**config.mk**
```make
export PLATFORM = sky130hd
export DESIGN_NAME = lzdec_cmd_fifo
export DESIGN_NICKNAME = d
export VERILOG_FILES = /design/src/hw/rtl/lzdec_pkg.sv /design/src/hw/rtl/lzdec_cmd_fifo.sv
export SDC_FILE = /design/constraint.sdc
export NUM_CORES = 1
export LEC_CHECK = 0
export BUFFER_PORTS_ARGS = -buffer_cell sky130_fd_sc_hd__buf_2
export CELL_PAD_IN_SITES_DETAIL_PLACEMENT = 2
export CELL_PAD_IN_SITES_GLOBAL_PLACEMENT = 2
export CORE_UTILIZATION = 41
export DETAILED_ROUTE_END_ITERATION = 7
export GPL_TIMING_DRIVEN = 0
export PLACE_DENSITY_LB_ADDON = 0.12
export REMOVE_ABC_BUFFERS = 1
export SYNTH_ARGS = -nofsm -noshare
export SYNTH_HDL_FRONTEND = slang
export SYNTH_SLANG_ARGS = --single-unit
```
**constraint.sdc**
```tcl
create_clock -name clk -period 5.05 [get_ports clk]
set_input_delay 0 -clock clk [delete_from_list [all_inputs] [get_ports clk]]
set_output_delay 0 -clock clk [all_outputs]
set_load 0.03 [all_outputs]
```
**src/hw/rtl/lzdec_pkg.sv**
```systemverilog
// ----------------------------------------------------------------------------
// lzdec_pkg
// Shared types and constants for the LZ77 token stream decoder.
// ----------------------------------------------------------------------------
package lzdec_pkg;

	localparam int DEF_HISTORY_DEPTH    = 65536;
	localparam int DEF_BYTES_PER_RESULT = 4;
	localparam int MAX_LANES            = 4;

	// offset vs. produced-count arithmetic (16-bit offset, count up to 65536)
	localparam int CMP_W = 17;

	localparam int CMD_FIFO_DEPTH = 4;

	localparam logic [7:0] TAG_LITERAL = 8'h00;
	localparam logic [7:0] TAG_MATCH   = 8'h01;

	typedef enum logic [2:0] {
		PH_TAG,
		PH_LIT,
		PH_OFF_LO,
		PH_OFF_HI,
		PH_LEN
	} phase_t;

	typedef enum logic [1:0] {
		ST_OK,
		ST_BAD_TAG,
		ST_TRUNC,
		ST_BAD_REF
	} status_t;

	typedef enum logic [1:0] {
		CMD_NOP,
		CMD_LIT,
		CMD_MATCH,
		CMD_FAULT
	} cmd_kind_t;

	typedef enum logic [1:0] {
		BK_IDLE,
		BK_EXEC,
		BK_COPY
	} back_state_t;

	// one decoded token handed from parser to copy engine
	typedef struct packed {
		cmd_kind_t   kind;
		logic [7:0]  data;    // literal byte or match length
		logic [15:0] offset;
		status_t     status;
		logic        eos;
	} cmd_t;

endpackage

```
**src/hw/rtl/lzdec_cmd_fifo.sv**
```systemverilog
// ----------------------------------------------------------------------------
// lzdec_cmd_fifo
// Short command queue between parser and copy engine.
// ----------------------------------------------------------------------------
module lzdec_cmd_fifo (
	input  logic            clk,
	input  logic            arst_n,
	input  logic            push,
	input  lzdec_pkg::cmd_t push_cmd,
	output logic            full,
	input  logic            pop,
	output lzdec_pkg::cmd_t pop_cmd,
	output logic            empty
);

	localparam int PW = $clog2(lzdec_pkg::CMD_FIFO_DEPTH);

	lzdec_pkg::cmd_t mem_q [lzdec_pkg::CMD_FIFO_DEPTH];
	logic [PW-1:0]   wr_ptr_q;
	logic [PW-1:0]   rd_ptr_q;
	logic [PW:0]     count_q;

	assign full    = count_q == (PW+1)'(lzdec_pkg::CMD_FIFO_DEPTH);
	assign empty   = count_q == '0;
	assign pop_cmd = mem_q[rd_ptr_q];

	always_ff @(posedge clk) begin
		if (push) begin
			mem_q[wr_ptr_q] <= push_cmd;
		end
	end

	always_ff @(posedge clk or negedge arst_n) begin
		if (!arst_n) begin
			wr_ptr_q <= '0;
			rd_ptr_q <= '0;
			count_q  <= '0;
		end else begin
			if (push) begin
				wr_ptr_q <= wr_ptr_q + 1'b1;
			end
			if (pop) begin
				rd_ptr_q <= rd_ptr_q + 1'b1;
			end
			if (push && !pop) begin
				count_q <= count_q + 1'b1;
			end else if (pop && !push) begin
				count_q <= count_q - 1'b1;
			end
		end
	end

endmodule

```
# After elaboration in Yosys (flattened, before gate mapping)
# Memory sizes are Yosys's and may differ from the RTL's.
# Cells that the tools add are included.
# totals
n_memories	1
ram_bits	116
inputBits	33
ff_bits	7
# classes
reduce_logical	6
n_eq_ne	1
n_mux	4
add_sub_neg	4
# memory_table
name	depth	word_bits	read_ports	rd_clocked_by_memory_dff	wr	line	text
mem_q	4	29	1	0	1	lzdec_cmd_fifo.sv:18	lzdec_pkg::cmd_t mem_q [lzdec_pkg::CMD_FIFO_DEPTH];
# op_table
cell	n
3-bit two-way mux	2
2-bit by 1-bit adder with 2-bit output (second input constant)	2
3-bit by 1-bit adder with 3-bit output (second input constant)	1
3-bit == test (second input constant)	1
3-bit logical NOT	1
3-bit by 1-bit subtractor with 3-bit output (second input constant)	1
1-bit logical AND	2
1-bit logical NOT	2
1-bit two-way mux	2
2-bit nonzero test	1

# Logic depth before layout (Yosys ltp)
# Gate-level depths: netlist (run 1).
# depth
depth_word	4
depth_mapped	7
mapped_depth_nobuf	7

# Worst setup path after synthesis (run 1)
# OpenSTA, ideal clock, no wires.
# synth_timing
path_type	reg-to-reg
startpoint	register wr_ptr_q[0]
endpoint	memory mem_q[0][0] in the netlist's numbering, enable pin
synth_period_minus_slack_ns	1.732
setup_ns	0.389
path_stages_with_launch	4
path_buffers	0
t_arrival_ns	1.343
slack_ns	3.318
cell_sequence	dfrtp_1 > inv_1 > ha_1 > and2_1
# synth_lines
item	line	text
start, declared	lzdec_cmd_fifo.sv:19	logic [PW-1:0] wr_ptr_q;
start signal, assigned	lzdec_cmd_fifo.sv:40	wr_ptr_q <= wr_ptr_q + 1'b1;
end, declared	lzdec_cmd_fifo.sv:18	
# No word-level cell before the write port.

==> results of run 1 <==
cell usage in the layout, fill, tap and decap left out, drive strengths merged:
master,netlist,final
o21ai,1,1
edfxtp,116,116
and2,4,4
clkinvlp,0,7
inv,4,4
xor2,4,4
dfrtp,7,7
mux4,29,29
clkinv,0,6
dlygate4sd3,0,33
buf,5,64
nand2,2,2
nor2,1,1
ha,5,5
nor3,1,1
bufinv,0,2
nor3b,1,1
fa,1,1
clkbuf,1,17
mux2,1,1
xnor2,2,2
path summary, 6_finish.rpt:
check / to / depth (start not counted) / slack [ps] / start
max in group asynchronous: rd_ptr_q[1]$_DFFE_PN0P_ / 3 / 4290 / arst_n
min: rd_ptr_q[0]$_DFFE_PN0P_ / 3 / 220 / pop
min reg2reg: count_q[2]$_DFFE_PN0P_ / 1 / 510 / count_q[2]$_DFFE_PN0P_
min in group asynchronous: count_q[2]$_DFFE_PN0P_ / 3 / 470 / arst_n
max reg2reg: mem_q[0][14]$_DFFE_PP_ / 3 / 3280 / wr_ptr_q[0]$_DFFE_PN0P_
max: pop_cmd[24] / 3 / 2770 / rd_ptr_q[0]$_DFFE_PN0P_
power by group through the flow:
stage | Combinational (W) | Clock, W | Sequential, W
after floorplan | 0.000748 | 0 | 0.00149
after global placement | 0.00100 | 0 | 0.00156
after detailed placement | 0.00106 | 0 | 0.00153
after CTS | 0.00109 | 0.00116 | 0.00151
after global routing | 0.00114 | 0.00120 | 0.00154
final | 0.00106 | 0.00113 | 0.00150
cell usage after synthesis:
library cell  number  area, sq um
ha_1               5        62.56
nor2_1             1        3.750
edfxtp_1         116         3483
nand2_1            2        7.510
mux4_1             1        26.28
buf_2              2        10.01
nor3b_1            1        7.510
mux2_2             1        11.26
xor2_1             4        35.03
clkbuf_1           1        3.750
inv_1              4        15.01
xnor2_1            2        17.52
and2_1             4        25.02
buf_6              3        33.78
dfrtp_1            7        175.2
fa_1               1        20.02
o21ai_0            1        5.000
nor3_1             1        5.000
mux4_2            28        630.6
tightest hold or removal path, cell delays in order:
cell and delay (ps):
dlygate4sd3_1 510, buf_2 130, xor2_1 60
kinds of logic after synthesis:
family	after synthesis	synth area share [%]
mux	30	14.59
fa+ha+maj	6	1.804
compound gates	1	0.1092
simple gates	9	1.066
xor+xnor	6	1.148
flops	123	79.91
buf+inv	10	1.366
what timing repair did:
action | in CTS | in global routing
endpoints found under the hold margin | 128 | 0
hold buffers | 33 | 0
resized for setup | 0 | 0
final cells by class:
class,count,area (sq um)
fill,919,4895
sequential,123,3661
multi-input combinational,52,862.1
timing repair buffer,97,665.6
clock buffer,17,414.1
tap,140,175.2
clock inverter,15,152.6
inverter,4,15.01
registers in the layout (all words and copies together) (netlist names):
signal,count
mem_q,116
count_q,3
rd_ptr_q,2
wr_ptr_q,2
metrics by stage:
| step | hold WS [ps] | total power, W | instance area, sq um |
|---|---|---|---|
| after floorplan | -295.6 | 0.002236 | 4531 |
| after global placement | -157.5 | 0.002563 | 5021 |
| after detailed placement | -150.9 | 0.002593 | 5049 |
| after CTS | 202.0 | 0.003759 | 5946 |
| after global routing | 217.8 | 0.003876 | 5946 |
| final | 222.5 | 0.003700 | 5946 |
per-layer routing:
| layer | vias up | part of all wire, % | track usage [%] | wire length [microns] |
|---|---|---|---|---|
| met5 | - | 0 | 0 | 0 |
| met4 | 0 | 1.2 | 7.926 | 110 |
| met1 | 1185 | 42 | 21.97 | 3875 |
| met3 | 8 | 2.9 | 5.327 | 268 |
| met2 | 44 | 54 | 30.17 | 4914 |
| li1 | 997 | - | - | - |
==> run_results.csv, run 1 <==
group,metric,value,unit
status,status,"complete, no violations",
clocking,clk_latency,520,ps
clocking,post-cts-setup-buffer-count,0,
yosys,syn_inst,185,
placement,gp_congestion,0.6431,
floorplan,design.die.area,11590,sq um
yosys,yosysUniqueCellTypes,19,
power_and_ir_drop,leakagePower,2.101,nW
placement,dp_slack,3228,ps
setup_path,crit_family,"flip-flops",
floorplan,io-pin-count,64,
placement,port_buffers,63,
grt,grt_max_degree,31,
sta,rsz0062_at_grt,"false",
drt,num_vias,2234,
sta,drv_slew,0,
drt,viasPerCell,4.987,
drt,dr.pass1.iters,4,
clocking,htreeDepth,4,
power_and_ir_drop,intPower,0.002473,W
setup_path,worstPathRequired,5050,ps
power_and_ir_drop,p_seq_share,40.6,%
sta,period_needed,2276,ps
grt,track_usage,18.14,%
yosys,ys_seq_area_share,79.91,%
power_and_ir_drop,pwr-share-clk,30.7,%
yosys,yosys_register_bits,123,
sta,setup_ws,2774,ps
clocking,cts-root-buf,"clkbuf_8",
setup_path,critPathMaxFanout,16,
run,drv_cap,0,
power_and_ir_drop,p_sw_share,33.15,%
setup_path,path_cells,"buf_12 > mux4_1 > buf_2",
power_and_ir_drop,vdd_drop_max,391.8,uV
yosys,netlist_area,4578,sq um
floorplan,start_util,42.23,%
final_layout,fin_util,54.85,%
drt,drtIter0Drc,74,
grt,grt_pass1_wl,14.41,mm
grt,grt_overflow,0,
final_layout,stdcell_count,448,
sta,finalHoldViolCount,0,
power_and_ir_drop,p_sw,0.001226,W
final_layout,syn2layout_area_growth,29.87,%
yosys,post_synth.cell_area_avg,24.75,sq um
floorplan,fp.dieH,107.7,microns
sta,fin_crit_sh,45.07,%
grt,grt_pass1_vias,2595,
placement,place_inst,383,
yosys,ys_warn_count,0,
clocking,cts.clk_slew.worst_paths,60,ps
drt,wirelength,9.168,mm
setup_path,cp.arrival,2280,ps
setup_path,cp_num_buf_inv,2,
clocking,cts_buffer_depth,2,
drt,postRouteAntennaNets,0,
drt,wire_per_inst,20.46,microns
sta,setup-tns-final,0,ps
final_layout,nets,334,
placement,dp_hpwl,5.381,mm
grt,antenna_found_initial,0,
floorplan,coreArea,10840,sq um
setup_path,cpPeakStageDelay,730,ps
setup_path,crit_path_end_kind,"output port",
power_and_ir_drop,p_comb_share,28.7,%
setup_path,critical_path_class,"reg -> out",
sta,relSlewSlack,43.45,%
floorplan,die_w,107.7,microns
setup_path,critical_path.slowest_cell,"dfrtp_2",
drt,drc,0,
final_layout,drive_above_1_share,42.21,%
sta,clock.fmax,439.3,MHz
floorplan,rows,38,
clocking,cts_tree,"yes",
final_layout,insertedDiodeCount,0,
sta,worst_pin_slew,848.2,ps
sta,setup_viol,0,
clocking,numCtsBuffers,17,
hold_path,hold_class,"in -> reg",
setup_path,worst_setup_path_start_kind,"register",
power_and_ir_drop,power_density,622.2,nW/um^2
clocking,clock-sinks,123,
sta,skew,8.220,ps
(Power assumes the default switching activity.)
==> run 2: changes to the inputs <==
==> constraint.sdc (replaced) <==
create_clock -name clk -period 2.2 [get_ports clk]
set_input_delay 0 -clock clk [delete_from_list [all_inputs] [get_ports clk]]
set_output_delay 0 -clock clk [all_outputs]
set_load 0.03 [all_outputs]
==> run 2 against run 1 <==
Effect of this change:
- clock-buffer cell count unchanged
- utilization increased by 0.16 points
- cell count increased by 0.45%
- sequential power increased by 130%
- total power increased by 130%
- sequential share of layout area decreased by 0.14 points
- non-clock buffer count increased by 2
- critical path depth decreased by 1
- sequential cell count unchanged
- global-route usage increased by 0.054 points
- setup slack got worse by 2600 ps
- register-to-register slack got worse by 2800 ps
- largest cell class unchanged
- largest power group unchanged
==> run_results.csv, run 2 (synthesis gave the netlist of run 1 again) <==
group,metric,value,unit
sta,worst_pin_slew,831.1,ps
floorplan,io-pin-count,64,
placement,gp_congestion,0.6431,
drt,drc,0,
setup_path,r2r_cells,3,
setup_path,critPathCapture,"pop_cmd[18]",
setup_path,worst_setup_path_start_kind,"register",
setup_path,crit_path_end_kind,"output port",
grt,antenna_found_initial,0,
setup_path,timing.rr.end,"mem_q[0][14]$_DFFE_PP_",
sta,rsz0062_at_grt,"false",
final_layout,reg.largest.list,"mem_q x116, count_q x3",
grt,grt_max_degree,31,
floorplan,start_util,42.23,%
setup_path,cp-startpoint,"rd_ptr_q[1]$_DFFE_PN0P_",
floorplan,fp.dieH,107.7,microns
status,status,"complete, no violations",
placement,place_inst,383,
placement,port_buffers,63,
final_layout,drive_above_1_share,42.58,%
clocking,htreeDepth,4,
setup_path,reg2reg_slack,450,ps
clocking,cts_buffer_depth,2,
sta,fin_crit_sh,93.35,%
final_layout,largest_register,"mem_q",
sta,setup_viol,0,
grt,track_usage,18.20,%
grt,grt_overflow,0,
final_layout,insertedDiodeCount,0,
drt,wirelength,9.214,mm
run,drv_cap,0,
grt,grt_pass1_wl,14.44,mm
final_layout,largest_register_ffs,116,
placement,dp_hpwl,5.381,mm
sta,period_needed,2054,ps
floorplan,design.die.area,11590,sq um
clocking,cts-root-buf,"clkbuf_8",
drt,num_vias,2248,
floorplan,die_w,107.7,microns
clocking,clock-sinks,123,
drt,drtIter0Drc,94,
final_layout,stdcell_count,450,
sta,drv_slew,0,
clocking,cts_tree,"yes",
sta,clock.fmax,486.9,MHz
power_and_ir_drop,power,0.008535,W
power_and_ir_drop,vdd_drop_max,899.3,uV
drt,viasPerCell,4.996,
sta,finalHoldViolCount,0,
setup_path,critical_path_class,"reg -> out",
drt,wire_per_inst,20.48,microns
sta,relSlewSlack,44.59,%
clocking,cts.clk_slew.worst_paths,60,ps
sta,skew,7.017,ps
drt,postRouteAntennaNets,0,
setup_path,r2r_start,"wr_ptr_q[0]$_DFFE_PN0P_",
final_layout,layout_common_cells,"edfxtp_1, buf_2, dlygate4sd3_1",
grt,grt_pass1_vias,2601,
final_layout,final_common_cell,"edfxtp_1",
setup_path,cp.arrival,2050,ps
sta,setup-tns-final,0,ps
power_and_ir_drop,power_density,1431,nW/um^2
floorplan,coreArea,10840,sq um
final_layout,nets,336,
floorplan,rows,38,
clocking,clk_latency,520,ps
hold_path,hold_class,"in -> reg",
clocking,numCtsBuffers,17,
setup_path,critPathMaxFanout,30,
setup_path,worstPathRequired,2200,ps
power_and_ir_drop,leakagePower,2.111,nW
drt,dr.pass1.iters,4,
final_layout,syn2layout_area_growth,30.25,%
run 2: cell type report:
class | instances | area, sq um
Fill cell | 919 | 4877
Inverter | 4 | 15.01
Clock buffer | 17 | 414.1
Tap cell | 140 | 175.2
Sequential cell | 123 | 3664
Multi-Input combinational cell | 52 | 862.1
Clock inverter | 15 | 152.6
Timing Repair Buffer | 99 | 680.7
run 2: worst min path at each step:
stage	to	cells past startpoint	from
finish	rd_ptr_q[0]$_DFFE_PN0P_	3	pop
global route	mem_q[2][1]$_DFFE_PP_	2	push_cmd[1]
CTS	rd_ptr_q[0]$_DFFE_PN0P_	3	pop
detailed placement	count_q[2]$_DFFE_PN0P_	1	arst_n
global placement	count_q[1]$_DFFE_PN0P_	1	arst_n
floorplan	count_q[0]$_DFFE_PN0P_	0	arst_n
run 2: report_power, final:
group	leakage (nW)	internal [W]	total (W)	switching [W]
registers	1.15	0.00309	0.00338	0.000285
logic	0.710	0.00101	0.00255	0.00153
clock network	0.255	0.00160	0.00261	0.00101
total	2.11	0.00571	0.00854	0.00283
run 2: critical path, cell delays in order, from the launching register on:
cell	delay (ps)
dfrtp_2	880
mux4_2	440
buf_2	200
run 2: per-layer routing:
layer / track usage (%) / wire [microns]
met1: 21.88 / 3819
met2: 30.45 / 4967
met3: 5.327 / 317
met4: 7.926 / 110
met5: 0 / 0
run 2: per-stage QoR:
stage / hold slack, ps / area, sq um / setup WS, ps / util, %
CTS: 201.8 / 5963 / 102.2 / 55.01
floorplan: -295.6 / 4531 / 37.16 / -
global route: 217.8 / 5963 / 43.49 / 55.01
global placement: -157.5 / 5021 / -572.6 / 46.32
finish: 220.5 / 5963 / 146.3 / 55.01
detailed placement: -150.9 / 5049 / 377.9 / 46.57
run 2: timing repair:
| action | in CTS | in global routing |
|---|---|---|
| resized for setup | 1 | 0 |
| buffers inserted | 2 | 0 |
| endpoints found under the hold margin | 128 | 0 |
| endpoints found under the setup margin | 16 | 0 |
| hold buffers | 33 | 0 |
