File: src/hw/rtl/lzdec_pkg.sv
// ----------------------------------------------------------------------------
// lzdec_pkg
// Shared types and constants for the LZ77 token stream decoder.
// ----------------------------------------------------------------------------
package lzdec_pkg;

	localparam int DEF_HISTORY_DEPTH    = 65536;
	localparam int DEF_BYTES_PER_RESULT = 4;
	localparam int MAX_LANES            = 4;

	// offset vs. produced-count arithmetic (16-bit offset, count up to 65536)
	localparam int CMP_W = 17;

	localparam int CMD_FIFO_DEPTH = 4;

	localparam logic [7:0] TAG_LITERAL = 8'h00;
	localparam logic [7:0] TAG_MATCH   = 8'h01;

	typedef enum logic [2:0] {
		PH_TAG,
		PH_LIT,
		PH_OFF_LO,
		PH_OFF_HI,
		PH_LEN
	} phase_t;

	typedef enum logic [1:0] {
		ST_OK,
		ST_BAD_TAG,
		ST_TRUNC,
		ST_BAD_REF
	} status_t;

	typedef enum logic [1:0] {
		CMD_NOP,
		CMD_LIT,
		CMD_MATCH,
		CMD_FAULT
	} cmd_kind_t;

	typedef enum logic [1:0] {
		BK_IDLE,
		BK_EXEC,
		BK_COPY
	} back_state_t;

	// one decoded token handed from parser to copy engine
	typedef struct packed {
		cmd_kind_t   kind;
		logic [7:0]  data;    // literal byte or match length
		logic [15:0] offset;
		status_t     status;
		logic        eos;
	} cmd_t;

endpackage

File: src/hw/rtl/lzdec_front.sv
// ----------------------------------------------------------------------------
// lzdec_front
// Token parser: takes one stream byte per transfer, tracks the token phase
// and hands complete tokens and faults to the command queue.
// ----------------------------------------------------------------------------
module lzdec_front (
	input  logic              clk,
	input  logic              arst_n,
	input  logic              in_valid,
	output logic              in_stall,
	input  logic [7:0]        in_byte,
	input  logic              end_of_stream,
	output logic              push,
	output lzdec_pkg::cmd_t   push_cmd,
	input  logic              fifo_full
);

	lzdec_pkg::phase_t phase_q, phase_d;
	logic              halted_q, halted_d;
	logic [7:0]        off_lo_q, off_lo_d;
	logic [7:0]        off_hi_q, off_hi_d;
	logic              accept;
	logic              need_cmd;

	assign in_stall = fifo_full;
	assign accept   = in_valid && !fifo_full;
	assign push     = accept && need_cmd;

	always_ff @(posedge clk or negedge arst_n) begin
		if (!arst_n) begin
			phase_q  <= lzdec_pkg::PH_TAG;
			halted_q <= 1'b0;
			off_lo_q <= '0;
			off_hi_q <= '0;
		end else if (accept) begin
			phase_q  <= phase_d;
			halted_q <= halted_d;
			off_lo_q <= off_lo_d;
			off_hi_q <= off_hi_d;
		end
	end

	always_comb begin
		phase_d  = phase_q;
		halted_d = halted_q;
		off_lo_d = off_lo_q;
		off_hi_d = off_hi_q;
		need_cmd = 1'b0;

		push_cmd.kind   = lzdec_pkg::CMD_NOP;
		push_cmd.data   = in_byte;
		push_cmd.offset = {off_hi_q, off_lo_q};
		push_cmd.status = lzdec_pkg::ST_OK;
		push_cmd.eos    = end_of_stream;

		if (halted_q) begin
			// back end still has to restart its window on end of stream
			need_cmd = end_of_stream;
		end else begin
			unique case (phase_q)
				lzdec_pkg::PH_TAG: begin
					if (in_byte == lzdec_pkg::TAG_LITERAL) begin
						phase_d = lzdec_pkg::PH_LIT;
					end else if (in_byte == lzdec_pkg::TAG_MATCH) begin
						phase_d = lzdec_pkg::PH_OFF_LO;
					end else begin
						halted_d        = 1'b1;
						need_cmd        = 1'b1;
						push_cmd.kind   = lzdec_pkg::CMD_FAULT;
						push_cmd.status = lzdec_pkg::ST_BAD_TAG;
					end
				end
				lzdec_pkg::PH_LIT: begin
					need_cmd      = 1'b1;
					push_cmd.kind = lzdec_pkg::CMD_LIT;
					phase_d       = lzdec_pkg::PH_TAG;
				end
				lzdec_pkg::PH_OFF_LO: begin
					off_lo_d = in_byte;
					phase_d  = lzdec_pkg::PH_OFF_HI;
				end
				lzdec_pkg::PH_OFF_HI: begin
					off_hi_d = in_byte;
					phase_d  = lzdec_pkg::PH_LEN;
				end
				lzdec_pkg::PH_LEN: begin
					need_cmd      = 1'b1;
					push_cmd.kind = lzdec_pkg::CMD_MATCH;
					phase_d       = lzdec_pkg::PH_TAG;
				end
				default: begin
					phase_d = lzdec_pkg::PH_TAG;
				end
			endcase

			// token left open at end of stream
			if (end_of_stream && !halted_d && phase_d != lzdec_pkg::PH_TAG) begin
				need_cmd        = 1'b1;
				push_cmd.kind   = lzdec_pkg::CMD_FAULT;
				push_cmd.status = lzdec_pkg::ST_TRUNC;
			end
		end

		if (end_of_stream) begin
			phase_d  = lzdec_pkg::PH_TAG;
			halted_d = 1'b0;
			off_lo_d = '0;
			off_hi_d = '0;
		end
	end

endmodule

File: config.mk
export PLATFORM = sky130hd
export DESIGN_NAME = lzdec_front
export DESIGN_NICKNAME = d
export VERILOG_FILES = /design/src/hw/rtl/lzdec_pkg.sv /design/src/hw/rtl/lzdec_front.sv
export SDC_FILE = /design/constraint.sdc
export NUM_CORES = 1
export LEC_CHECK = 0
export BUFFER_PORTS_ARGS = -buffer_cell sky130_fd_sc_hd__buf_4
export CAP_MARGIN = 20
export CORE_ASPECT_RATIO = 0.75
export CORE_MARGIN = 10
export CORE_UTILIZATION = 52
export CTS_CLUSTER_DIAMETER = 200
export DETAILED_ROUTE_END_ITERATION = 8
export PLACE_DENSITY = 0.85
export RECOVER_POWER = 50
export SLEW_MARGIN = 20
export SYNTH_ARGS = -nofsm -noshare
export SYNTH_HDL_FRONTEND = slang
export SYNTH_SLANG_ARGS = --single-unit
File: constraint.sdc
create_clock -name clk -period 2.82 [get_ports clk]
set_input_delay 0.564 -clock clk [delete_from_list [all_inputs] [get_ports clk]]
set_output_delay 0.564 -clock clk [all_outputs]
set_load 0.03 [all_outputs]
== After elaboration in Yosys (flattened, before gate mapping) ==
Cells that the tools add are included.

* Latch bits: 0
* Memories: 0
* Input port bits: 13
* Flip-flop bits (word level): 20
* Memory bits (writable): 0
* ROM bits: 0
* Logic and storage cells: 56
* Output and inout bits: 31

* Shifts and indexed selects: 0
* Magnitude comparators: 0
* Add/sub/neg operators: 0
* $mul: 0
* Bitwise gates (word level): 0
* Multiplexer cells: 31
* Divide/modulo/power cells: 0
* Reductions and logical operators: 15
* Equal/unequal tests: 6

{| class="wikitable"
|+ Operators with widths
! cell !! number
|-
| $mux 8 || 6
|-
| $mux 3 || 5
|-
| $mux 2 || 6
|-
| $mux 1 || 11
|-
| $pmux 3 s3 || 1
|-
| $eq 8x1->1 const B || 1
|-
| $logic_not 8->1 || 1
|-
| $eq 3x2->1 const B || 2
|-
| $pmux 2 s3 || 1
|-
| $reduce_and 3->1 || 2
|-
| $logic_and 1x1->1 || 4
|-
| $reduce_bool 2->1 || 2
|-
| $eq 3x1->1 const B || 1
|-
| $eq 3x3->1 const B || 1
|-
| $logic_not 3->1 || 1
|-
| $reduce_bool 3->1 || 1
|-
| $logic_not 1->1 || 2
|-
| $ne 2x2->1 const B || 1
|-
| $pmux 1 s2 || 1
|-
| $reduce_and 2->1 || 1
|-
| $reduce_or 2->1 || 1
|}

== Longest topological paths before layout ==
Gate-level depths: netlist of the first run.

* Depth in word-level cells: 11
* Gate-level depth with buffers: 5
* Mapped depth without buffers: 3

== Worst setup path after synthesis of the first run ==
No wires, ideal clock.

* Path kind: input port to output port
* Start point: input port in_byte[1]
* End point: output port push_cmd[1] in the netlist's numbering
* Data arrival time: 1.736 ns
* Path slack: 0.520 ns
* Cell stages on the path: 3
* Buffers on the path: 0
* Data required time: 2.256 ns
* Cell sequence: nor3_1 -> a21o_1 -> nor4_1

{| class="wikitable"
|+ RTL lines
! what !! RTL line !! text
|-
| from (decl) || lzdec_front.sv:11 || <nowiki>input logic [7:0] in_byte,</nowiki>
|-
| to (decl) || lzdec_front.sv:14 || <nowiki>output lzdec_pkg::cmd_t push_cmd,</nowiki>
|}

==> results of run 1 <==
-- layout make-up --
cell class | count | share of cell area, %
inverters | 5 | 1.35
flip-flops and latches | 20 | 36.0
clock buffers | 4 | 2.61
multi-input cells | 61 | 37.6
well taps | 24 | 2.16
repair buffers | 44 | 20.3
-- routing by layer --
| layer | global-route usage [%] | up-vias | routed length (um) |
|---|---|---|---|
| met5 | 0 | - | 0 |
| li1 | - | 415 | - |
| met3 | 6.43 | 2 | 185 |
| met2 | 20.1 | 29 | 1420 |
| met1 | 13.6 | 433 | 1160 |
| met4 | 2.37 | 0 | 9 |
-- through the flow --
| stage | instance area (sq um) | total power, mW | utilization (%) | hold WS [ns] |
|---|---|---|---|---|
| after floorplan | 1190 | 0.636 | - | 0.268 |
| after global placement | 1400 | 0.750 | 67.2 | 0.452 |
| after detailed placement | 1400 | 0.758 | 67.2 | 0.456 |
| after CTS | 1440 | 0.917 | 69.0 | 0.129 |
| after global routing | 1390 | 0.951 | 66.6 | 0.491 |
| final | 1390 | 0.896 | 66.6 | 0.427 |
-- cells in the final DEF (no fill, tap or decap), types with 3 or more instances in the layout --
cell type | netlist | layout
sky130_fd_sc_hd__mux2_4 | 8 | 8
sky130_fd_sc_hd__o21a_1 | 3 | 3
sky130_fd_sc_hd__dfrtp_1 | 20 | 20
sky130_fd_sc_hd__clkbuf_1 | 0 | 13
sky130_fd_sc_hd__inv_1 | 5 | 5
sky130_fd_sc_hd__mux2_1 | 8 | 8
sky130_fd_sc_hd__buf_4 | 13 | 31
sky130_fd_sc_hd__nor2_1 | 5 | 5
sky130_fd_sc_hd__clkbuf_4 | 0 | 3
sky130_fd_sc_hd__nor2b_1 | 8 | 8
-- how the worst min path moves through the flow --
stage                       from          end  slack [ns]  depth (start not counted)
after global placement    arst_n  off_hi_q[1]        0.45                          1
after global routing      arst_n  off_lo_q[7]        0.49                          1
final                     arst_n  off_lo_q[6]        0.43                          1
after CTS                 arst_n  off_hi_q[3]        0.13                          1
after floorplan           arst_n     halted_q        0.27                          0
after detailed placement  arst_n  off_hi_q[1]        0.46                          1
-- where the power goes --
group / internal (mW) / leakage [nW] / switching (mW)
combinational: 0.140 / 0.364 / 0.211
clock: 0.0787 / 0.0210 / 0.0810
sequential: 0.331 / 0.259 / 0.0539
total: 0.550 / 0.644 / 0.345
-- cells by family (layout without fill, tap and decap cells) --
kind of cell | Yosys count | count (layout)
and+or+nand+nor | 25 | 25
buffers and inverters | 24 | 53
muxes | 16 | 16
DFF | 20 | 20
AOI/OAI and AO/OA | 20 | 20
-- sequential cells by signal, indices dropped and copies added (netlist names) --
signal / cells
halted_q: 1
off_hi_q: 8
off_lo_q: 8
phase_q: 3
-- worst reg2reg max path, stage by stage, from the launching register on --
cell,delay [ns]
sky130_fd_sc_hd__dfrtp_1,0.59
sky130_fd_sc_hd__nor4bb_1,0.37
sky130_fd_sc_hd__o21a_1,0.42
sky130_fd_sc_hd__mux2_1,0.37
==> impl_summary.log, run 1 <==
INFO  metric multi_input_gate_area = between 500 and 600 sq um
INFO  metric post_cts_buffers = 0
INFO  metric worst_ep_arrival_time = about 1.7 ns
INFO  metric fp-row-count = 14
INFO  metric timing.critical_path.depth = 5
INFO  metric clk_root_buffer_cell = sky130_fd_sc_hd__clkbuf_4
INFO  metric final_layout_size_suffix_gt1_share = approximately a third
INFO  metric ant_nets = 0
INFO  metric setup.worst_path.end_class = output port
INFO  metric drt-pass1-iter-count = 4
INFO  metric synth_edf_count = 0
INFO  metric outcome = finished, final reports clean
INFO  metric power_density_normalized_to_cell_area = between 600 and 700 nW/um^2
INFO  metric synth_compound_gate_area_share = between 10% and 20%
INFO  metric critical-path-max-stage-delay = between 0.4 and 0.5 ns
INFO  metric highest_ir_drop_seen_on_vdd = just over 0.3 mV
INFO  metric crit_type = primary input to output port
INFO  metric synthTopCellsByArea = sky130_fd_sc_hd__dfrtp_1 (42%), sky130_fd_sc_hd__mux2_4 (10%), sky130_fd_sc_hd__buf_4 (8.2%), sky130_fd_sc_hd__mux2_1 (7.6%), sky130_fd_sc_hd__nor2b_1 (4.2%)
INFO  metric postSynthRegisterBits = 20
INFO  metric yosysTopAreaCellShare = 42.1%
INFO  metric rr_worst_depth = 3
INFO  metric synth_fp_nets = around 120
INFO  metric post_synth_instance_area = 1190 sq um
INFO  metric crit_path_max_fanout = 5
INFO  metric total_gr_overflow = 0
INFO  metric r2r-end = off_hi_q[4]
INFO  metric critical_path_data_required_time = between 2 and 2.5 ns
INFO  metric clockBufferDepth = 2
INFO  metric largest_family_of_logic_cells_by_synthesized_area = multiplexers
INFO  metric cts_repair_resize_count = 0
INFO  metric worst_r2r_startpoint = phase_q[0]
INFO  metric postSynthAreaPerCell = roughly 11 sq um
INFO  metric synth_most_common_cell = sky130_fd_sc_hd__dfrtp_1
INFO  metric grtUsageTotal = between 10% and 20%
INFO  metric synthSimpleGateAreaFrac = approximately 14%
INFO  metric placeableCoreArea = roughly 2100 sq um
INFO  metric synth_adder_area_share = 0%
INFO  metric timing.reg2reg.setup_slack = 0.96 ns
INFO  metric cts_num_sinks = 20
INFO  metric launch_point_of_the_worst_path = in_byte[4]
INFO  metric synthMuxAreaShare = 17.7%
INFO  metric syn_inst = 105
INFO  metric tightest_pin_transition = 1.05 ns
INFO  metric synth-seq-area-share = a little over two fifths
INFO  metric clk_latency = about 0.29 ns
INFO  metric synth_flop_cell = sky130_fd_sc_hd__dfrtp_1
INFO  metric synth_warnings = 0
INFO  metric route.vias.total = between 800 and 900
INFO  metric fraction_of_registers_with_async_set_or_reset_after_synthesis = 100%
INFO  metric cts_max_level = 1
INFO  metric dieWidth = 75.2 um
INFO  metric max_cap_violations = 0
INFO  metric finalWorstPathRequiredPeriod = ~2.3 ns
INFO  metric wire_length_of_the_first_global_routing_pass = about 4.3 mm
INFO  metric worst_slew_margin_rel = 29.8%
INFO  metric fin_setup_tns = 0 ns
INFO  metric crit_buf_inv = 2
INFO  metric dieArea = 4610 sq um
INFO  metric drt-wirelength-per-cell = roughly 18 um
INFO  metric synth_cell_type_count = 29
INFO  metric finalWeightedCongestion = 0.930
INFO  metric num-fill-cells = 195
INFO  metric worstHoldPathType = primary input to asynchronous set/reset pin
INFO  metric tritoncts = yes
INFO  metric grt_pass1_vias = 916
INFO  metric hpwl = around 2.2 mm
INFO  metric placement.io_buffers = 43
INFO  metric dpl_worst_slack = 0.549 ns
INFO  metric route.detailed.vias_per_inst = approximately 5.6
INFO  metric die_height = 61.4 um
INFO  metric diodes = 0
INFO  metric most_instantiated_cells_after_synthesis = sky130_fd_sc_hd__dfrtp_1 (20), sky130_fd_sc_hd__buf_4 (13), sky130_fd_sc_hd__mux2_1 (8), sky130_fd_sc_hd__mux2_4 (8), sky130_fd_sc_hd__nor2b_1 (8)
INFO  metric regArea = around 500 sq um
INFO  metric setup_viol_count_final = 0
INFO  metric postLayoutSetupSlackWorst = approximately 0.54 ns
INFO  metric critical_path.top_delay_family = simple AND/OR/NAND/NOR gates
INFO  metric finalCritPeriodShare = a little over 80%
INFO  metric critical_path.cell_chain = buf_4, nor4_2, a31oi_1, o21a_1, buf_4
INFO  metric achievable-frequency = 438 MHz
INFO  metric antenna_violations_before_repair = 0
INFO  metric cpMostUsedCell = sky130_fd_sc_hd__buf_4
INFO  metric cts-buffers-inserted = 3
INFO  metric cpMaxStageDelayCell = sky130_fd_sc_hd__nor4_2
INFO  metric post-synth-top-area-cell = sky130_fd_sc_hd__dfrtp_1
INFO  metric critical_path_endpoint = push_cmd[27]
INFO  metric path_clk_slew = roughly 0.10 ns
INFO  metric post_synthesis_xor_xnor_area_fraction = 0%
INFO  metric critical_path.startpoint_type = primary input
INFO  metric power_leakage = 0.644 nW
INFO  metric nets = about 150
INFO  metric area_growth_syn_to_fin = 17.0%
INFO  metric timing.clock.skew = roughly 0.0016 ns
INFO  metric hold_violations = 0
INFO  metric max_slew_violation_count = 0
INFO  metric fin_cells = 158
INFO  metric grt_start_max_net_pins = 23
INFO  metric place.detailed.instances = 154
INFO  metric grt_setup_unrepaired = no
INFO  metric ios = 44
INFO  metric cts_hold_buf = 0
INFO  metric drc = 0
INFO  metric iteration_0_drc_markers = 52
INFO  metric routed_wirelength = around 2.8 mm
INFO  metric initial_utilization = between 50% and 60%
(Power assumes the default switching activity.)
==> run 2, diff against run 1 <==
--- a/config.mk
+++ b/config.mk
@@ -9,10 +9,10 @@
 export CAP_MARGIN = 20
 export CORE_ASPECT_RATIO = 0.75
 export CORE_MARGIN = 10
-export CORE_UTILIZATION = 52
+export CORE_UTILIZATION = 44
 export CTS_CLUSTER_DIAMETER = 200
 export DETAILED_ROUTE_END_ITERATION = 8
-export PLACE_DENSITY = 0.85
+export PLACE_DENSITY = 0.76
 export RECOVER_POWER = 50
 export SLEW_MARGIN = 20
 export SYNTH_ARGS = -nofsm -noshare
==> constraint.sdc (replaced) <==
create_clock -name clk -period 1.95 [get_ports clk]
set_input_delay 0.39 -clock clk [delete_from_list [all_inputs] [get_ports clk]]
set_output_delay 0.39 -clock clk [all_outputs]
set_load 0.03 [all_outputs]
==> run 2 against run 1 <==
Effect of this change:
- combinational power is 72% higher
- clock power is 50% higher
- utilization is 7.7 points lower
- cell count is 16% higher
- global-route usage is 0.31 points lower
- largest cell class unchanged
- final area is 10% higher
- largest power group is now combinational logic
- critical path type is now flip-flop to output port
- critical path depth is 1 lower
- routed wire length is 10% higher
==> impl_summary.log, run 2 (synthesized netlist as in run 1, its figures left out) <==
INFO  metric path_clk_slew = 0.11 ns (was 0.10 ns)
INFO  metric outcome = finished, final reports clean (unchanged)
INFO  metric placed_area = 1450 sq um (was 1400 sq um)
INFO  metric clk_latency = 0.31 ns (was 0.29 ns)
INFO  metric worst_ep_arrival_time = 1.51 ns (was 1.72 ns)
INFO  metric finalCritPeriodShare = 97.3%
INFO  metric clockBufferDepth = 2 (unchanged)
INFO  metric antenna_violations_before_repair = 0 (unchanged)
INFO  metric worst_hold_slack = 0.442 ns (was 0.427 ns)
INFO  metric hpwl = 2.26 mm (was 2.24 mm)
INFO  metric wire_length_of_the_first_global_routing_pass = 4.98 mm (was 4.31 mm)
INFO  metric fin_setup_tns = 0 ns (unchanged)
INFO  metric route.vias.total = 924 (was 879)
INFO  metric iteration_0_drc_markers = 53 (was 52)
INFO  metric fp-row-count = 16 (was 14)
INFO  metric multi_input_gate_area = 536 sq um (was 522 sq um)
INFO  metric grt_setup_unrepaired = yes (was no)
INFO  metric tightest_pin_transition = 1.06 ns (was 1.05 ns)
INFO  metric fin_area = 1530 sq um (was 1390 sq um)
INFO  metric power_leakage = 0.720 nW (was 0.644 nW)
INFO  metric crit_path_max_fanout = 9 (was 5)
INFO  metric highest_ir_drop_seen_on_vdd = 0.434 mV (was 0.309 mV)
INFO  metric num-fill-cells = 233 (was 195)
INFO  metric timing.clock.skew = 0.0104 ns (was 0.00158 ns)
INFO  metric die_height = 65.0 um (was 61.4 um)
INFO  metric total_power = 1.39 mW (was 896 uW)
INFO  metric worst_r2r_startpoint = phase_q[2] (was phase_q[0])
INFO  metric route.detailed.vias_per_inst = 5.05 (was 5.56)
INFO  metric setup_viol_count_final = 0 (unchanged)
INFO  metric fin_cells = 183 (was 158)
INFO  metric drt-wirelength-per-cell = 16.7 um (was 17.5 um)
INFO  metric tritoncts = yes (unchanged)
INFO  metric drc = 0 (unchanged)
INFO  metric r2r-end = off_hi_q[6] (was off_hi_q[4])
INFO  metric dieArea = 5200 sq um (was 4610 sq um)
INFO  metric max_slew_violation_count = 0 (unchanged)
INFO  metric drt-pass1-iter-count = 3 (was 4)
INFO  metric area_growth_syn_to_fin = 29.2% (was 17.0%)
INFO  metric routed_wirelength = 3.05 mm (was 2.77 mm)
INFO  metric place.detailed.instances = 170 (was 154)
INFO  metric crit_type = flip-flop to output port (was primary input to output port)
INFO  metric top_library_cells_by_usage_in_the_layout_fill_and_taps_aside = sky130_fd_sc_hd__buf_4 (46), sky130_fd_sc_hd__dfrtp_1 (16), sky130_fd_sc_hd__clkbuf_1 (10) (was sky130_fd_sc_hd__buf_4 (31), sky130_fd_sc_hd__dfrtp_1 (20), sky130_fd_sc_hd__clkbuf_1 (13))
INFO  metric hold_violations = 0 (unchanged)
INFO  metric grt_pass1_vias = 1011 (was 916)
INFO  metric power_density_normalized_to_cell_area = 906 nW/um^2 (was 645 nW/um^2)
INFO  metric max_cap_violations = 0 (unchanged)
INFO  metric ios = 44 (unchanged)
INFO  metric nets = 161 (was 148)
INFO  metric critical_path_endpoint = push_cmd[28] (was push_cmd[27])
INFO  metric setup.worst_path.end_class = output port (unchanged)
INFO  metric clk_root_buffer_cell = sky130_fd_sc_hd__clkbuf_4 (unchanged)
INFO  metric cts-buffers-inserted = 3 (unchanged)
INFO  metric worstHoldPathType = primary input to flip-flop (was primary input to asynchronous set/reset pin)
INFO  metric achievable-frequency = roughly 530 MHz
INFO  metric finalWorstPathRequiredPeriod = between 1.5 and 2 ns
INFO  metric regArea = 505 sq um (was 500 sq um)
INFO  metric cts_max_level = 1 (unchanged)
INFO  metric diodes = 0 (unchanged)
INFO  metric critical_path_data_required_time = 1.56 ns (was 2.26 ns)
INFO  metric placeableCoreArea = 2600 sq um (was 2080 sq um)
INFO  metric finalWeightedCongestion = 0.922 (was 0.930)
INFO  metric final_layout_size_suffix_gt1_share = 45.6% (was 33.6%)
INFO  metric placement.io_buffers = 43 (unchanged)
INFO  metric cts_num_sinks = 20 (unchanged)
INFO  metric grtUsageTotal = 11.8% (was 12.1%)
INFO  metric dieWidth = 80.0 um (was 75.2 um)
INFO  metric ant_nets = 0 (unchanged)
INFO  metric critical_path.startpoint_type = flip-flop (was primary input)
INFO  metric grt_start_max_net_pins = 23 (unchanged)
INFO  metric timing.reg2reg.setup_slack = 0.11 ns (was 0.96 ns)
INFO  metric initial_utilization = 45.6% (was 57.0%)
INFO  metric worst_slew_margin_rel = 29.1% (was 29.8%)
INFO  metric layout.cells.most_common = sky130_fd_sc_hd__buf_4 (unchanged)
INFO  metric total_gr_overflow = 0 (unchanged)
INFO  metric registers_with_the_most_flip_flops = off_hi_q (8), off_lo_q (8), phase_q (3) (unchanged)
INFO  metric rr_worst_depth = 4 (was 3)
INFO  metric launch_point_of_the_worst_path = phase_q[2] (was in_byte[4])
-- run 2: cell types whose count changed in the layout (fill, tap and decap cells not counted), sizes merged --
cell,delta
buf,+15
dlygate4sd3,+1
clkbuf,-3
-- run 2: worst max-delay path: stages (launching register included) --
cell	delay, ns
sky130_fd_sc_hd__dfrtp_2	0.49
sky130_fd_sc_hd__nand2_1	0.08
sky130_fd_sc_hd__o21ai_0	0.08
sky130_fd_sc_hd__a221oi_1	0.32
sky130_fd_sc_hd__buf_4	0.22
-- run 2: metal layers --
layer,part of all wire [%],up-vias,global-route usage [%]
li1,-,443,-
met1,38,452,12.1
met2,55,22,21.5
met3,5.1,7,3.72
met4,2.1,0,4.82
met5,0,-,0
-- run 2: layout make-up --
class | instances | area share (%)
multi-input cells | 61 | 34.9
inverters | 5 | 1.22
clock buffers | 4 | 2.37
well taps | 36 | 2.94
flip-flops and latches | 20 | 33.0
repair buffers | 57 | 25.6
-- run 2: worst min path at each step --
stage,start,end,slack [ns],cells past startpoint
after global placement,arst_n,off_hi_q[1],0.28,1
after global routing,end_of_stream,phase_q[2],0.45,2
final,end_of_stream,phase_q[2],0.44,2
after floorplan,arst_n,halted_q,0.09,0
after CTS,end_of_stream,phase_q[2],0.43,2
after detailed placement,arst_n,off_lo_q[3],0.28,1
-- run 2: power breakdown --
part / switching (mW) / total [mW] / leakage, nW / internal [mW]
clock: 0.126 / 0.240 / 0.0210 / 0.114
sequential: 0.0631 / 0.546 / 0.254 / 0.483
combinational: 0.349 / 0.604 / 0.445 / 0.255
-- run 2: timing repair --
item	CTS	global route
setup endpoints to repair	2	3
cloned	0	0
hold endpoints to repair	20	0
setup buffers	5	3
resized for setup	5	1
hold buffers	1	0
-- run 2: metrics by stage --
step / util [%] / worst slack (ns)
after floorplan: - / 0.0566
after detailed placement: 55.8 / 0.127
final: 58.9 / 0.0527
after CTS: 59.4 / 0.0175
after global routing: 58.9 / -0.0106
after global placement: 55.8 / 0.163
==> run 3, diff against run 2 <==
--- a/config.mk
+++ b/config.mk
@@ -12,7 +12,8 @@
 export CORE_UTILIZATION = 44
 export CTS_CLUSTER_DIAMETER = 200
 export DETAILED_ROUTE_END_ITERATION = 8
-export PLACE_DENSITY = 0.76
+export MAX_ROUTING_LAYER = met4
+export PLACE_DENSITY = 0.82
 export RECOVER_POWER = 50
 export SLEW_MARGIN = 20
 export SYNTH_ARGS = -nofsm -noshare
==> run 3 against run 2 <==
Effect of this change:
- count of clock-buffer cells in the layout did not move
- critical path depth did not move
- final area fell by 2.8%
- combinational power fell by 8.8%
- clock power fell by 3%
- cell count fell by 2.2%
==> impl_summary.log, run 3 (synthesized netlist as in run 1, its figures left out) <==
INFO  metric cts_num_sinks = 20 (unchanged)
INFO  metric grt_setup_unrepaired = no (was yes)
INFO  metric clockBufferDepth = 2 (unchanged)
INFO  metric diodes = 0 (unchanged)
INFO  metric hold_violations = 0 (unchanged)
INFO  metric final_layout_size_suffix_gt1_share = 42.0% (was 45.6%)
INFO  metric drt-wirelength-per-cell = 16.2 um (was 16.7 um)
INFO  metric finalCritPeriodShare = 95.9% (was 97.3%)
INFO  metric critical_path.startpoint_type = flip-flop (unchanged)
INFO  metric registers_with_the_most_flip_flops = off_hi_q (8), off_lo_q (8), phase_q (3) (unchanged)
INFO  metric num-fill-cells = 238 (was 233)
INFO  metric outcome = finished, final reports clean (unchanged)
INFO  metric route.vias.total = 915 (was 924)
INFO  metric ios = 44 (unchanged)
INFO  metric drc = 0 (unchanged)
INFO  metric iteration_0_drc_markers = 39 (was 53)
INFO  metric dieWidth = 80.0 um (unchanged)
INFO  metric timing.clock.skew = 0.00585 ns (was 0.0104 ns)
INFO  metric antenna_violations_before_repair = 0 (unchanged)
INFO  metric max_slew_violation_count = 0 (unchanged)
INFO  metric fin_area = 1490 sq um (was 1530 sq um)
INFO  metric wire_length_of_the_first_global_routing_pass = 4.64 mm (was 4.98 mm)
INFO  metric worst_slew_margin_rel = 30.8% (was 29.1%)
INFO  metric critical_path_data_required_time = 1.56 ns (about the same)
INFO  metric routed_wirelength = 2.90 mm (was 3.05 mm)
INFO  metric finalWeightedCongestion = 0.797 (was 0.922)
INFO  metric power_leakage = 0.689 nW (was 0.720 nW)
INFO  metric setup_viol_count_final = 0 (unchanged)
INFO  metric die_height = 65.0 um (unchanged)
INFO  metric crit_type = flip-flop to output port (unchanged)
INFO  metric achievable-frequency = 535 MHz (was 527 MHz)
INFO  metric highest_ir_drop_seen_on_vdd = 0.437 mV (was 0.434 mV)
INFO  metric multi_input_gate_area = 533 sq um (was 536 sq um)
INFO  metric dieArea = 5200 sq um (unchanged)
INFO  metric hpwl = 2.19 mm (was 2.26 mm)
INFO  metric ant_nets = 0 (unchanged)
INFO  metric path_clk_slew = 0.10 ns (was 0.11 ns)
INFO  metric setup.worst_path.end_class = output port (unchanged)
INFO  metric max_cap_violations = 0 (unchanged)
INFO  metric fin_setup_tns = 0 ns (unchanged)
INFO  metric regArea = 505 sq um (unchanged)
INFO  metric cts_max_level = 1 (unchanged)
INFO  metric finalWorstPathRequiredPeriod = 1.87 ns (was 1.90 ns)
INFO  metric tightest_pin_transition = 1.04 ns (was 1.06 ns)
INFO  metric layout.cells.most_common = sky130_fd_sc_hd__buf_4 (unchanged)
INFO  metric area_growth_syn_to_fin = 25.6% (was 29.2%)
INFO  metric post-route-util = 57.3% (was 58.9%)
INFO  metric route.detailed.vias_per_inst = 5.11 (was 5.05)
INFO  metric cts-buffers-inserted = 3 (unchanged)
INFO  metric grtUsageTotal = 11.3% (was 11.8%)
INFO  metric total_gr_overflow = 0 (unchanged)
INFO  metric power_density_normalized_to_cell_area = 904 nW/um^2 (was 906 nW/um^2)
INFO  metric placeableCoreArea = 2600 sq um (unchanged)
INFO  metric placement.io_buffers = 43 (unchanged)
INFO  metric clk_latency = 0.30 ns (was 0.31 ns)
INFO  metric initial_utilization = 45.6% (unchanged)
INFO  metric worstHoldPathType = primary input to flip-flop (unchanged)
INFO  metric tritoncts = yes (unchanged)
INFO  metric grt_pass1_vias = 931 (was 1011)
INFO  metric crit_path_max_fanout = 10 (was 9)
INFO  metric clk_root_buffer_cell = sky130_fd_sc_hd__clkbuf_4 (unchanged)
INFO  metric worst_ep_arrival_time = 1.48 ns (was 1.51 ns)
INFO  metric placed_area = 1460 sq um (was 1450 sq um)
INFO  metric drt-pass1-iter-count = 4 (was 3)
INFO  metric top_library_cells_by_usage_in_the_layout_fill_and_taps_aside = sky130_fd_sc_hd__buf_4 (39), sky130_fd_sc_hd__dfrtp_1 (16), sky130_fd_sc_hd__clkbuf_1 (12) (was sky130_fd_sc_hd__buf_4 (46), sky130_fd_sc_hd__dfrtp_1 (16), sky130_fd_sc_hd__clkbuf_1 (10))
INFO  metric fp-row-count = 16 (unchanged)
INFO  metric grt_start_max_net_pins = 23 (unchanged)
INFO  metric nets = 157 (was 161)
==> run 3: cell count changes in the layout (fill, tap and decap cells not counted) <==
cell / delta
sky130_fd_sc_hd__buf_4: -7
sky130_fd_sc_hd__clkbuf_1: +2
sky130_fd_sc_hd__clkbuf_2: +1
sky130_fd_sc_hd__nor2_2: -1
sky130_fd_sc_hd__nor2_1: +1
==> run 3: per-layer routing <==
metal	up-vias	global-route usage, %	share of wire (%)	wire, um
met2	41	16.4	45	1300
met3	2	5.65	8.6	249
li1	435	-	-	-
met1	437	13.8	46	1330
met5	-	-	0	0
met4	0	1.97	0.59	17
==> run 3: what timing repair did <==
item	4_1_cts	5_1_grt
hold endpoints to repair	20	0
endpoints found under the setup margin	1	3
cloned	0	0
resized for setup	3	2
hold buffers	1	0
setup buffers	0	3
==> run 3: worst max-delay path, cell delays in order (launching register included) <==
cell	delay, ns
sky130_fd_sc_hd__dfrtp_2	0.49
sky130_fd_sc_hd__nor3_2	0.21
sky130_fd_sc_hd__nand3_1	0.10
sky130_fd_sc_hd__o2111a_1	0.23
sky130_fd_sc_hd__buf_4	0.16
==> run 3: area by class of cell <==
class / count / area share [%]
Timing Repair Buffer: 53 / 23.7
Clock buffer: 4 / 2.43
Sequential cell: 20 / 33.9
Multi-Input combinational cell: 61 / 35.7
Tap cell: 36 / 3.02
Inverter: 5 / 1.26
==> run 3: metrics by stage <==
step / setup slack, ns / total power [mW] / hold slack [ns] / std cells
final: 0.0796 / 1.35 / 0.441 / 179
after CTS: 0.0265 / 1.36 / 0.430 / 176
after global routing: 0.00988 / 1.42 / 0.475 / 179
after floorplan: 0.0566 / 0.926 / 0.0944 / 105
after global placement: 0.123 / 1.09 / 0.277 / 171
after detailed placement: 0.123 / 1.11 / 0.283 / 171
==> run 3: final timing paths <==
path | slack [ns] | end | cells after the start | start
max reg2reg | 0.15 | off_hi_q[6] | 4 | halted_q
min in group asynchronous | 0.78 | off_lo_q[2] | 2 | arst_n
max in group asynchronous | 0.47 | halted_q | 2 | arst_n
min | 0.44 | phase_q[0] | 4 | in_byte[0]
max | 0.08 | push | 4 | halted_q
min reg2reg | 0.50 | off_hi_q[4] | 1 | off_hi_q[4]
==> run 3: power breakdown <==
| part | switching [mW] | leakage, nW | total [mW] | internal (mW) |
|---|---|---|---|---|
| registers | 0.0810 | 0.254 | 0.564 | 0.483 |
| clock network | 0.120 | 0.0210 | 0.234 | 0.114 |
| logic | 0.321 | 0.414 | 0.551 | 0.231 |
| total | 0.522 | 0.689 | 1.35 | 0.827 |
